**config.mk**
```make
export PLATFORM = sky130hd
export DESIGN_NAME = ip_prefix_rule_filter
export DESIGN_NICKNAME = d
export VERILOG_FILES = /design/src/sv/ipf_pkg.sv /design/src/sv/ipf_ctrl.sv /design/src/sv/ipf_datapath.sv /design/src/sv/ip_prefix_rule_filter.sv
export VERILOG_INCLUDE_DIRS = /design/src /design/src/sv
export SDC_FILE = /design/constraint.sdc
export NUM_CORES = 2
export LEC_CHECK = 0
export BUFFER_PORTS_ARGS = -buffer_cell sky130_fd_sc_hd__buf_2
export CORE_MARGIN = 10
export CORE_UTILIZATION = 55
export CTS_CLUSTER_SIZE = 10
export DETAILED_ROUTE_END_ITERATION = 7
export PLACE_DENSITY = 0.71
export SLEW_MARGIN = 20
export SYNTH_ARGS = -nofsm -noshare
export SYNTH_HDL_FRONTEND = slang
export SYNTH_SLANG_ARGS = --single-unit
```
**constraint.sdc**
```tcl
create_clock -name clk -period 4.47 [get_ports clk]
set_clock_uncertainty 0.2 [all_clocks]
set_input_delay 0 -clock clk [delete_from_list [all_inputs] [get_ports clk]]
set_output_delay 0 -clock clk [all_outputs]
set_load 0.01 [all_outputs]
```
**src/sv/ip_prefix_rule_filter_macros.svh**
```systemverilog
// Assertion helpers for the filter RTL, included by ipf_datapath.
`ifndef IP_PREFIX_RULE_FILTER_MACROS_SVH
`define IP_PREFIX_RULE_FILTER_MACROS_SVH

// Same-cycle implication, disabled during reset.
`define IPF_ASSERT_NOW(lbl, clk, rst, ante, cons, msg) \
  lbl: assert property (@(posedge clk) disable iff (rst) (ante) |-> (cons)) else $error(msg);

// Next-cycle implication, disabled during reset.
`define IPF_ASSERT_NEXT(lbl, clk, rst, ante, cons, msg) \
  lbl: assert property (@(posedge clk) disable iff (rst) (ante) |=> (cons)) else $error(msg);

`endif

```
**src/sv/ipf_pkg.sv**
```systemverilog
`timescale 1ns / 1ps

package ipf_pkg;

  localparam int MAX_RULES = 64;
  localparam int ADDR_W    = 32;
  localparam int LEN_W     = 6;
  localparam int CNT_W     = $clog2(MAX_RULES + 1);
  localparam int IDX_W     = (MAX_RULES > 1) ? $clog2(MAX_RULES) : 1;

  localparam logic [LEN_W-1:0] LEN_MAX = LEN_W'(ADDR_W);

  typedef logic [2:0] verdict_t;

  localparam verdict_t VERDICT_NONE   = 3'd0;
  localparam verdict_t VERDICT_ALLOW  = 3'd1;
  localparam verdict_t VERDICT_DENY   = 3'd2;
  localparam verdict_t VERDICT_STORED = 3'd3;
  localparam verdict_t VERDICT_FULL   = 3'd4;

  localparam logic OP_ADD    = 1'b0;
  localparam logic OP_LOOKUP = 1'b1;

  typedef struct packed {
    logic [ADDR_W-1:0] prefix;
    logic [LEN_W-1:0]  length;
    logic              permit;
  } rule_t;

  typedef struct packed {
    logic     load;   // latch the request
    logic     scan;   // step through the rule table
    logic     store;  // append the latched rule
    logic     emit;   // load the result register
    verdict_t code;
  } ipf_cmd_t;

  typedef struct packed {
    logic lookup;
    logic full;
    logic hit;
    logic permit;
    logic scan_done;
    logic out_free;
  } ipf_sts_t;

  // Leading-ones mask; length 0 gives no bits, 32 gives all.
  function automatic logic [ADDR_W-1:0] prefix_mask(input logic [LEN_W-1:0] len);
    return ~({ADDR_W{1'b1}} >> len);
  endfunction

endpackage

```
**src/sv/ipf_ctrl.sv**
```systemverilog
`timescale 1ns / 1ps

module ipf_ctrl import ipf_pkg::*; (
  input  logic     clk,
  input  logic     rst,
  input  logic     req_valid,
  output logic     req_stall,
  input  ipf_sts_t sts,
  output ipf_cmd_t cmd
);

  localparam logic [1:0] S_IDLE  = 2'd0;
  localparam logic [1:0] S_ADD   = 2'd1;
  localparam logic [1:0] S_SCAN  = 2'd2;
  localparam logic [1:0] S_REPLY = 2'd3;

  logic [1:0] state, state_next;
  verdict_t   reply, reply_next;
  logic       accept;

  assign req_stall = (state != S_IDLE);
  assign accept    = req_valid && (state == S_IDLE);

  always_comb begin
    state_next = state;
    reply_next = reply;
    cmd        = '0;
    cmd.code   = reply;
    case (state)
      S_IDLE: begin
        if (accept) begin
          cmd.load   = 1'b1;
          state_next = S_ADD;
        end
      end
      S_ADD: begin
        // op was latched on the previous edge
        if (sts.lookup) begin
          state_next = S_SCAN;
        end else if (sts.out_free) begin
          cmd.emit   = 1'b1;
          cmd.store  = !sts.full;
          cmd.code   = sts.full ? VERDICT_FULL : VERDICT_STORED;
          state_next = S_IDLE;
        end
      end
      S_SCAN: begin
        cmd.scan = 1'b1;
        if (sts.hit) begin
          reply_next = sts.permit ? VERDICT_ALLOW : VERDICT_DENY;
          state_next = S_REPLY;
        end else if (sts.scan_done) begin
          reply_next = VERDICT_NONE;
          state_next = S_REPLY;
        end
      end
      S_REPLY: begin
        if (sts.out_free) begin
          cmd.emit   = 1'b1;
          state_next = S_IDLE;
        end
      end
      default: state_next = S_IDLE;
    endcase
  end

  always_ff @(posedge clk) begin
    if (rst) begin
      state <= S_IDLE;
    end else begin
      state <= state_next;
    end
    reply <= reply_next;
  end

endmodule

```
**src/sv/ipf_datapath.sv**
```systemverilog
`timescale 1ns / 1ps
`include "ip_prefix_rule_filter_macros.svh"

module ipf_datapath import ipf_pkg::*; (
  input  logic              clk,
  input  logic              rst,
  input  ipf_cmd_t          cmd,
  output ipf_sts_t          sts,
  input  logic              op,
  input  logic [ADDR_W-1:0] address,
  input  logic [LEN_W-1:0]  prefix_length,
  input  logic              rule_allow,
  output logic              res_valid,
  input  logic              res_stall,
  output verdict_t          verdict
);

  rule_t             rules [MAX_RULES];
  rule_t             rd_rule;
  logic              rd_valid;
  logic              op_q;
  logic [ADDR_W-1:0] addr_q;
  logic [LEN_W-1:0]  len_q;
  logic              allow_q;
  logic [CNT_W-1:0]  count;
  logic [CNT_W-1:0]  issue_idx;
  logic              issue_more;
  logic              full;
  logic              match;
  logic              res_valid_q;
  verdict_t          verdict_q;

  assign issue_more = (issue_idx < count);
  assign full       = (count == CNT_W'(MAX_RULES));
  assign match      = ((addr_q ^ rd_rule.prefix) & prefix_mask(rd_rule.length)) == '0;

  always_ff @(posedge clk) begin
    if (cmd.load) begin
      op_q    <= op;
      addr_q  <= address;
      len_q   <= (prefix_length > LEN_MAX) ? LEN_MAX : prefix_length;
      allow_q <= rule_allow;
    end
  end

  // Rule table: one write port, one registered read port
  always_ff @(posedge clk) begin
    if (cmd.store) begin
      rules[count[IDX_W-1:0]] <= '{prefix: addr_q, length: len_q, permit: allow_q};
    end
    if (cmd.scan && issue_more) begin
      rd_rule <= rules[issue_idx[IDX_W-1:0]];
    end
  end

  always_ff @(posedge clk) begin
    if (rst) begin
      count     <= '0;
      issue_idx <= '0;
      rd_valid  <= 1'b0;
    end else begin
      if (cmd.store) begin
        count <= count + 1'b1;
      end
      if (cmd.load) begin
        issue_idx <= '0;
        rd_valid  <= 1'b0;
      end else if (cmd.scan && issue_more) begin
        issue_idx <= issue_idx + 1'b1;
        rd_valid  <= 1'b1;
      end else begin
        rd_valid <= 1'b0;
      end
    end
  end

  always_ff @(posedge clk) begin
    if (rst) begin
      res_valid_q <= 1'b0;
    end else if (cmd.emit) begin
      res_valid_q <= 1'b1;
    end else if (!res_stall) begin
      res_valid_q <= 1'b0;
    end
    if (cmd.emit) begin
      verdict_q <= cmd.code;
    end
  end

  assign res_valid     = res_valid_q;
  assign verdict       = verdict_q;

  assign sts.lookup    = (op_q == OP_LOOKUP);
  assign sts.full      = full;
  assign sts.hit       = rd_valid && match;
  assign sts.permit    = rd_rule.permit;
  assign sts.scan_done = !issue_more && !rd_valid;
  assign sts.out_free  = !res_valid_q || !res_stall;

  `IPF_ASSERT_NOW(a_no_store_full, clk, rst, cmd.store, !full, "rule stored into a full table")
  `IPF_ASSERT_NOW(a_emit_free, clk, rst, cmd.emit, !res_valid_q || !res_stall, "result overwritten")
  `IPF_ASSERT_NEXT(a_count_step, clk, rst, cmd.store, count == CNT_W'($past(count) + 1'b1), "count did not step")

endmodule

```
**src/sv/ip_prefix_rule_filter.sv**
```systemverilog
`timescale 1ns / 1ps
// Channel   Direction  Handshake            Payload
// request   in         req_valid/req_stall  op, address, prefix_length, rule_allow
// result    out        res_valid/res_stall  verdict
//
// A lookup reads the rule table through its single read port, scanned one rule a cycle,
// and stops at the first rule k (from 0) that hits; with no hit it answers none.
// Reset (rst, synchronous) empties the table; rule memory is not cleared.
// A finished result waits in the output register while the next request is taken;
// the block stalls requests only while one is being worked on.

module ip_prefix_rule_filter import ipf_pkg::*; (
  input  logic                   clk,
  input  logic                   rst,
  input  logic                   req_valid,
  output logic                   req_stall,
  input  logic                   op,
  input  logic [ADDR_W-1:0]      address,
  input  logic [LEN_W-1:0]       prefix_length,
  input  logic                   rule_allow,
  output logic                   res_valid,
  input  logic                   res_stall,
  output verdict_t               verdict
);

  ipf_cmd_t cmd;
  ipf_sts_t sts;

  ipf_ctrl u_ctrl (
    .clk       (clk),
    .rst       (rst),
    .req_valid (req_valid),
    .req_stall (req_stall),
    .sts       (sts),
    .cmd       (cmd)
  );

  ipf_datapath u_datapath (
    .clk           (clk),
    .rst           (rst),
    .cmd           (cmd),
    .sts           (sts),
    .op            (op),
    .address       (address),
    .prefix_length (prefix_length),
    .rule_allow    (rule_allow),
    .res_valid     (res_valid),
    .res_stall     (res_stall),
    .verdict       (verdict)
  );

endmodule

```
==> summary.md <==
| Metric | Value |
|---|---|
| Run status | finished clean |
| Area of all placed cells without fillers | 0.1134 mm^2 |
| Synthesized instance count | 3970 |
| Number of unique standard cell types used by synthesis | between 40 and 50 |
| Reported max-cap violation count | 0 |
| Cell area after placement | 0.1044 mm^2 |
| Top flip-flop cell by instance count after synthesis | edfxtp_1 |
| Seq cells post-synth | approximately 2600 |
| Number of fill cells | 11323 |
| Height of the die | 444.4 um |
| Top cells by area, synth | edfxtp_1 (78%), mux4_2 (18%), clkbuf_1 (0.39%) |
| Met3 routing resource usage after global routing | 6.737% |
| Sinks on the clock net | 2598 |
| Detailed Route Iter0 Violations | between 7000 and 8000 |
| Worst hold slack across all endpoints | between 0.06 and 0.07 ns |
| CP top delay family | multiplexers |
| Number of clock buffers inserted by TritonCTS | 310 |
| Syn nets | a little over 4000 |
| Final weighted congestion of routability-driven global placement | 0.8025 |
| Starting utilization of the core area | between 50% and 60% |
| Share of the cycle needed by the critical path after routing | around 86% |
| Via count of the routed design | 47374 |
| Arr. time, crit path | 4.24 ns |
| Finish-stage setup viols | 0 |
| Slew Limit Fails | 0 |
| Grt ovf | 0 |
| Routed Antenna Nets | 0 |
| Internal Dissipation | 39.93 mW |
| Critical path startpoint category | flop |
| Number of enable-type register cells in the synthesized netlist | 2580 |
| Worst-path fanout max | 23 |
| Die area | 0.1975 mm^2 |
| Number of cell rows | 155 |
| Count of yosys warnings during synthesis | 0 |
| Launch instance of the worst min-delay path | req_valid |
| Wire length of the first global-routing pass | 362200 um |
| Leak | 33.91 nW |
| Layout overhead on the synthesized area | 14.49% |
| Part of the Yosys area used for sequential elements | 78.58% |
| Switching part of the total | 19.44% |
| Core Box Area | 0.1788 mm^2 |
| CP bufs+invs | 2 |
| Cell accounting for the most synthesized area | edfxtp_1 |
| Sequential group share of total power | 54.8% |
| Number of nets at the end of the flow | 4480 |
| Number of hold-repair buffers added at the cts stage | 92 |
| Root Buffer | clkbuf_16 |
| Count of TritonRoute iterations in the first routing pass | 5 |
| Data required time at the worst endpoint | 4.87 ns |
| Avg WL per Cell | 37.37 um |
| Worst R2R Start | u_datapath.issue_idx[0]$_SDFFE_PP0P_ |
| Clock buffer depth | 4 |
| Startpoint-to-endpoint class of the critical path | flop to flop |
| Final total power | 49.56 mW |
| Max Clk Rate | 0.2605 GHz |
| Detailed-route wire length | 254700 um |
| Sum of negative setup slack | 0 ns |
| Sort of element at the end of the critical path | flop |
| IO buf count | 48 |
| Area share of the largest cell type after synthesis | 78.22% |
| Register clock-pin slew on the reported worst setup and hold paths | 0.06 ns |
| Setup repair after global routing missed its margin | no |
| Share of post-route cells with drive strength above 1 | between 30% and 40% |
| Fraction of registers with async set or reset after synthesis | 0% |
| Crit-path max cell delay | 0.79 ns |
| Ordered cell list for the critical path | buf_12 > buf_12 > mux4_2 > mux4_2 > nor2b_1 > a211oi_2 > a21oi_1 |
| Half-perimeter wire length of the detailed placement result | 128400 um |
| Clock period minus worst slack | 3.838 ns |
| Max_slew headroom | 20.33% |
| Combined global-route utilization of all metal layers | 25.87% |
| Final count of hold timing violations | 0 |
| Master of the slowest instance on the critical path | dfxtp_4 |
| Die Wd | 444.4 um |
| Share of total power in the clock network | 43.0% |
| Max VDD drop | 0.5106 mV |
| Hold Path Class | input port to flop |
| GRT busiest layer | met2 |
| Latest clock arrival within the worst-skew pair | 0.93 ns |
| Ratio of routed vias to standard cells | 6.950 |
| Post-CTS setup buffer count | 0 |
| Comb pwr share | 2.2% |
| Antenna violations before repair | 17 |
| Number of global-route vias before repair | around 48000 |
| Total instance count after detailed placement | 6378 |
| Origin of the worst setup path | u_datapath.issue_idx[0]$_SDFFE_PP0P_ |
| Number of H-tree levels | 5 |
| DRC viols | 0 |
| Power per unit of standard cell area | roughly 440 mW/mm^2 |
| Switching power of the nets | between 9 and 10 mW |
| Post-cts gate resize count | 0 |
| Pin count of the biggest net entering global routing | a little over 70 |
| Final cell count without fillers | 6816 |
| Mean cell area of the mapped netlist | 24.95 um^2 |
| TritonCTS clock tree | built |
| Number of top-level pins | 49 |
| Met1 track demand over resource | 36.60% |
| Global Route met2 Usage | between 30% and 40% |
| Mapped cell area | 0.09905 mm^2 |
| Worst-Margin Slew | 1.192 ns |
[final cells by class]
type	instances	area (um^2)	share of cell area, %
Clock buffer	339	8058	7.106
Multi-Input combinational cell	1153	20690	18.24
Clock inverter	6	52.55	0.04634
Sequential cell	2598	77860	68.66
Timing Repair Buffer	351	3746	3.303
Inverter	13	48.80	0.04303
Tap cell	2355	2947	2.598
Antenna cell	1	2.502	0.002207
[cells by family (layout without fill, tap and decap cells)]
family                     after synthesis  count (layout)  synth area share (%)
muxes                                  822             822                 18.41
xor gates and xnor gates                42              42                0.3714
adders and majority gates                9               9                0.1137
other                                    0               1                     0
AOI/OAI and AO/OA                       99              99                0.6278
and+or+nand+nor                        181             181                0.8476
DFF                                   2598            2598                 78.58
buffers and inverters                  219             709                 1.043
[layout by cell type, fill, tap and decap left out, drive strengths merged, types with 7 or more instances in the layout]
master / instances
a211oi: 26
a21oi: 36
a31oi: 7
buf: 259
clkbuf: 339
dfxtp: 18
dlygate4sd3: 92
edfxtp: 2580
ha: 9
inv: 17
mux2i: 22
mux4: 800
nand2: 9
nand3: 23
nor2: 96
nor2b: 24
o21ai: 13
xnor2: 20
xor2: 22
[metrics by stage]
step                utilization (%)  setup WS [ns]
finish                        63.42         0.6316
global placement              58.36         0.2858
detailed placement            58.36         0.6771
floorplan                         -         0.2244
global route                  63.42         0.4476
CTS                           63.41         0.6615
[layer usage]
| layer | share of wire [%] | up-vias |
|---|---|---|
| li1 | - | 17989 |
| met1 | 36 | 25294 |
| met2 | 48 | 3550 |
| met3 | 13 | 535 |
| met4 | 3.3 | 6 |
| met5 | 0.015 | - |
[tightest hold or removal path, stage by stage]
cell	delay, ns
dlygate4sd3_1	0.53
buf_2	0.12
and2_2	0.30
[synthesized netlist by cell type (3+ instances only)]
library cell     n
inv_1           11
xnor2_1         20
o21ai_0         12
a21oi_1         36
buf_1           19
mux4_2         800
clkbuf_1       104
xor2_1          22
a211oi_1        26
ha_1             9
nand2_1          9
or2_2            4
or3_1            4
and2_1           5
nand3_1         23
nor2b_1         24
mux2i_1         22
buf_2           55
edfxtp_1      2580
nand4_1          5
buf_6           10
a21o_1           3
nor2_1          96
buf_4           18
a31oi_1          7
nor3_1           4
dfxtp_1         18
[state kept, by name, summed over array words and instances (netlist names)]
register,cells
u_datapath.rules,2496
u_datapath.rd_rule,38
u_datapath.addr_q,32
u_datapath.count,7
u_datapath.issue_idx,7
u_datapath.len_q,6
u_datapath.verdict,3
u_ctrl.reply,2
u_ctrl.state,2
u_datapath.allow_q,1
u_datapath.op_q,1
u_datapath.rd_valid,1
u_datapath.res_valid,1
u_datapath.sts,1
[path summary, 6_finish.rpt]
kind,cells after the start,slack [ns],end
setup / recovery,7,0.63,u_datapath.rd_rule[25]$_DFFE_PP_
hold / removal,3,0.07,u_datapath.addr_q[9]$_DFFE_PP_
setup reg to reg,7,0.63,u_datapath.rd_rule[25]$_DFFE_PP_
hold reg to reg,2,0.29,u_datapath.issue_idx[6]$_SDFFE_PP0P_
[power by group through the flow]
stage / clock network [mW] / registers (mW) / logic (mW)
after global routing: 22.5 / 27.2 / 1.14
after global placement: 0 / 27.7 / 0.935
final: 21.3 / 27.2 / 1.07
after detailed placement: 0 / 27.7 / 0.982
after CTS: 21.5 / 27.2 / 1.05
after floorplan: 0 / 27.9 / 0.245
Power figures use the tool's default switching activity.
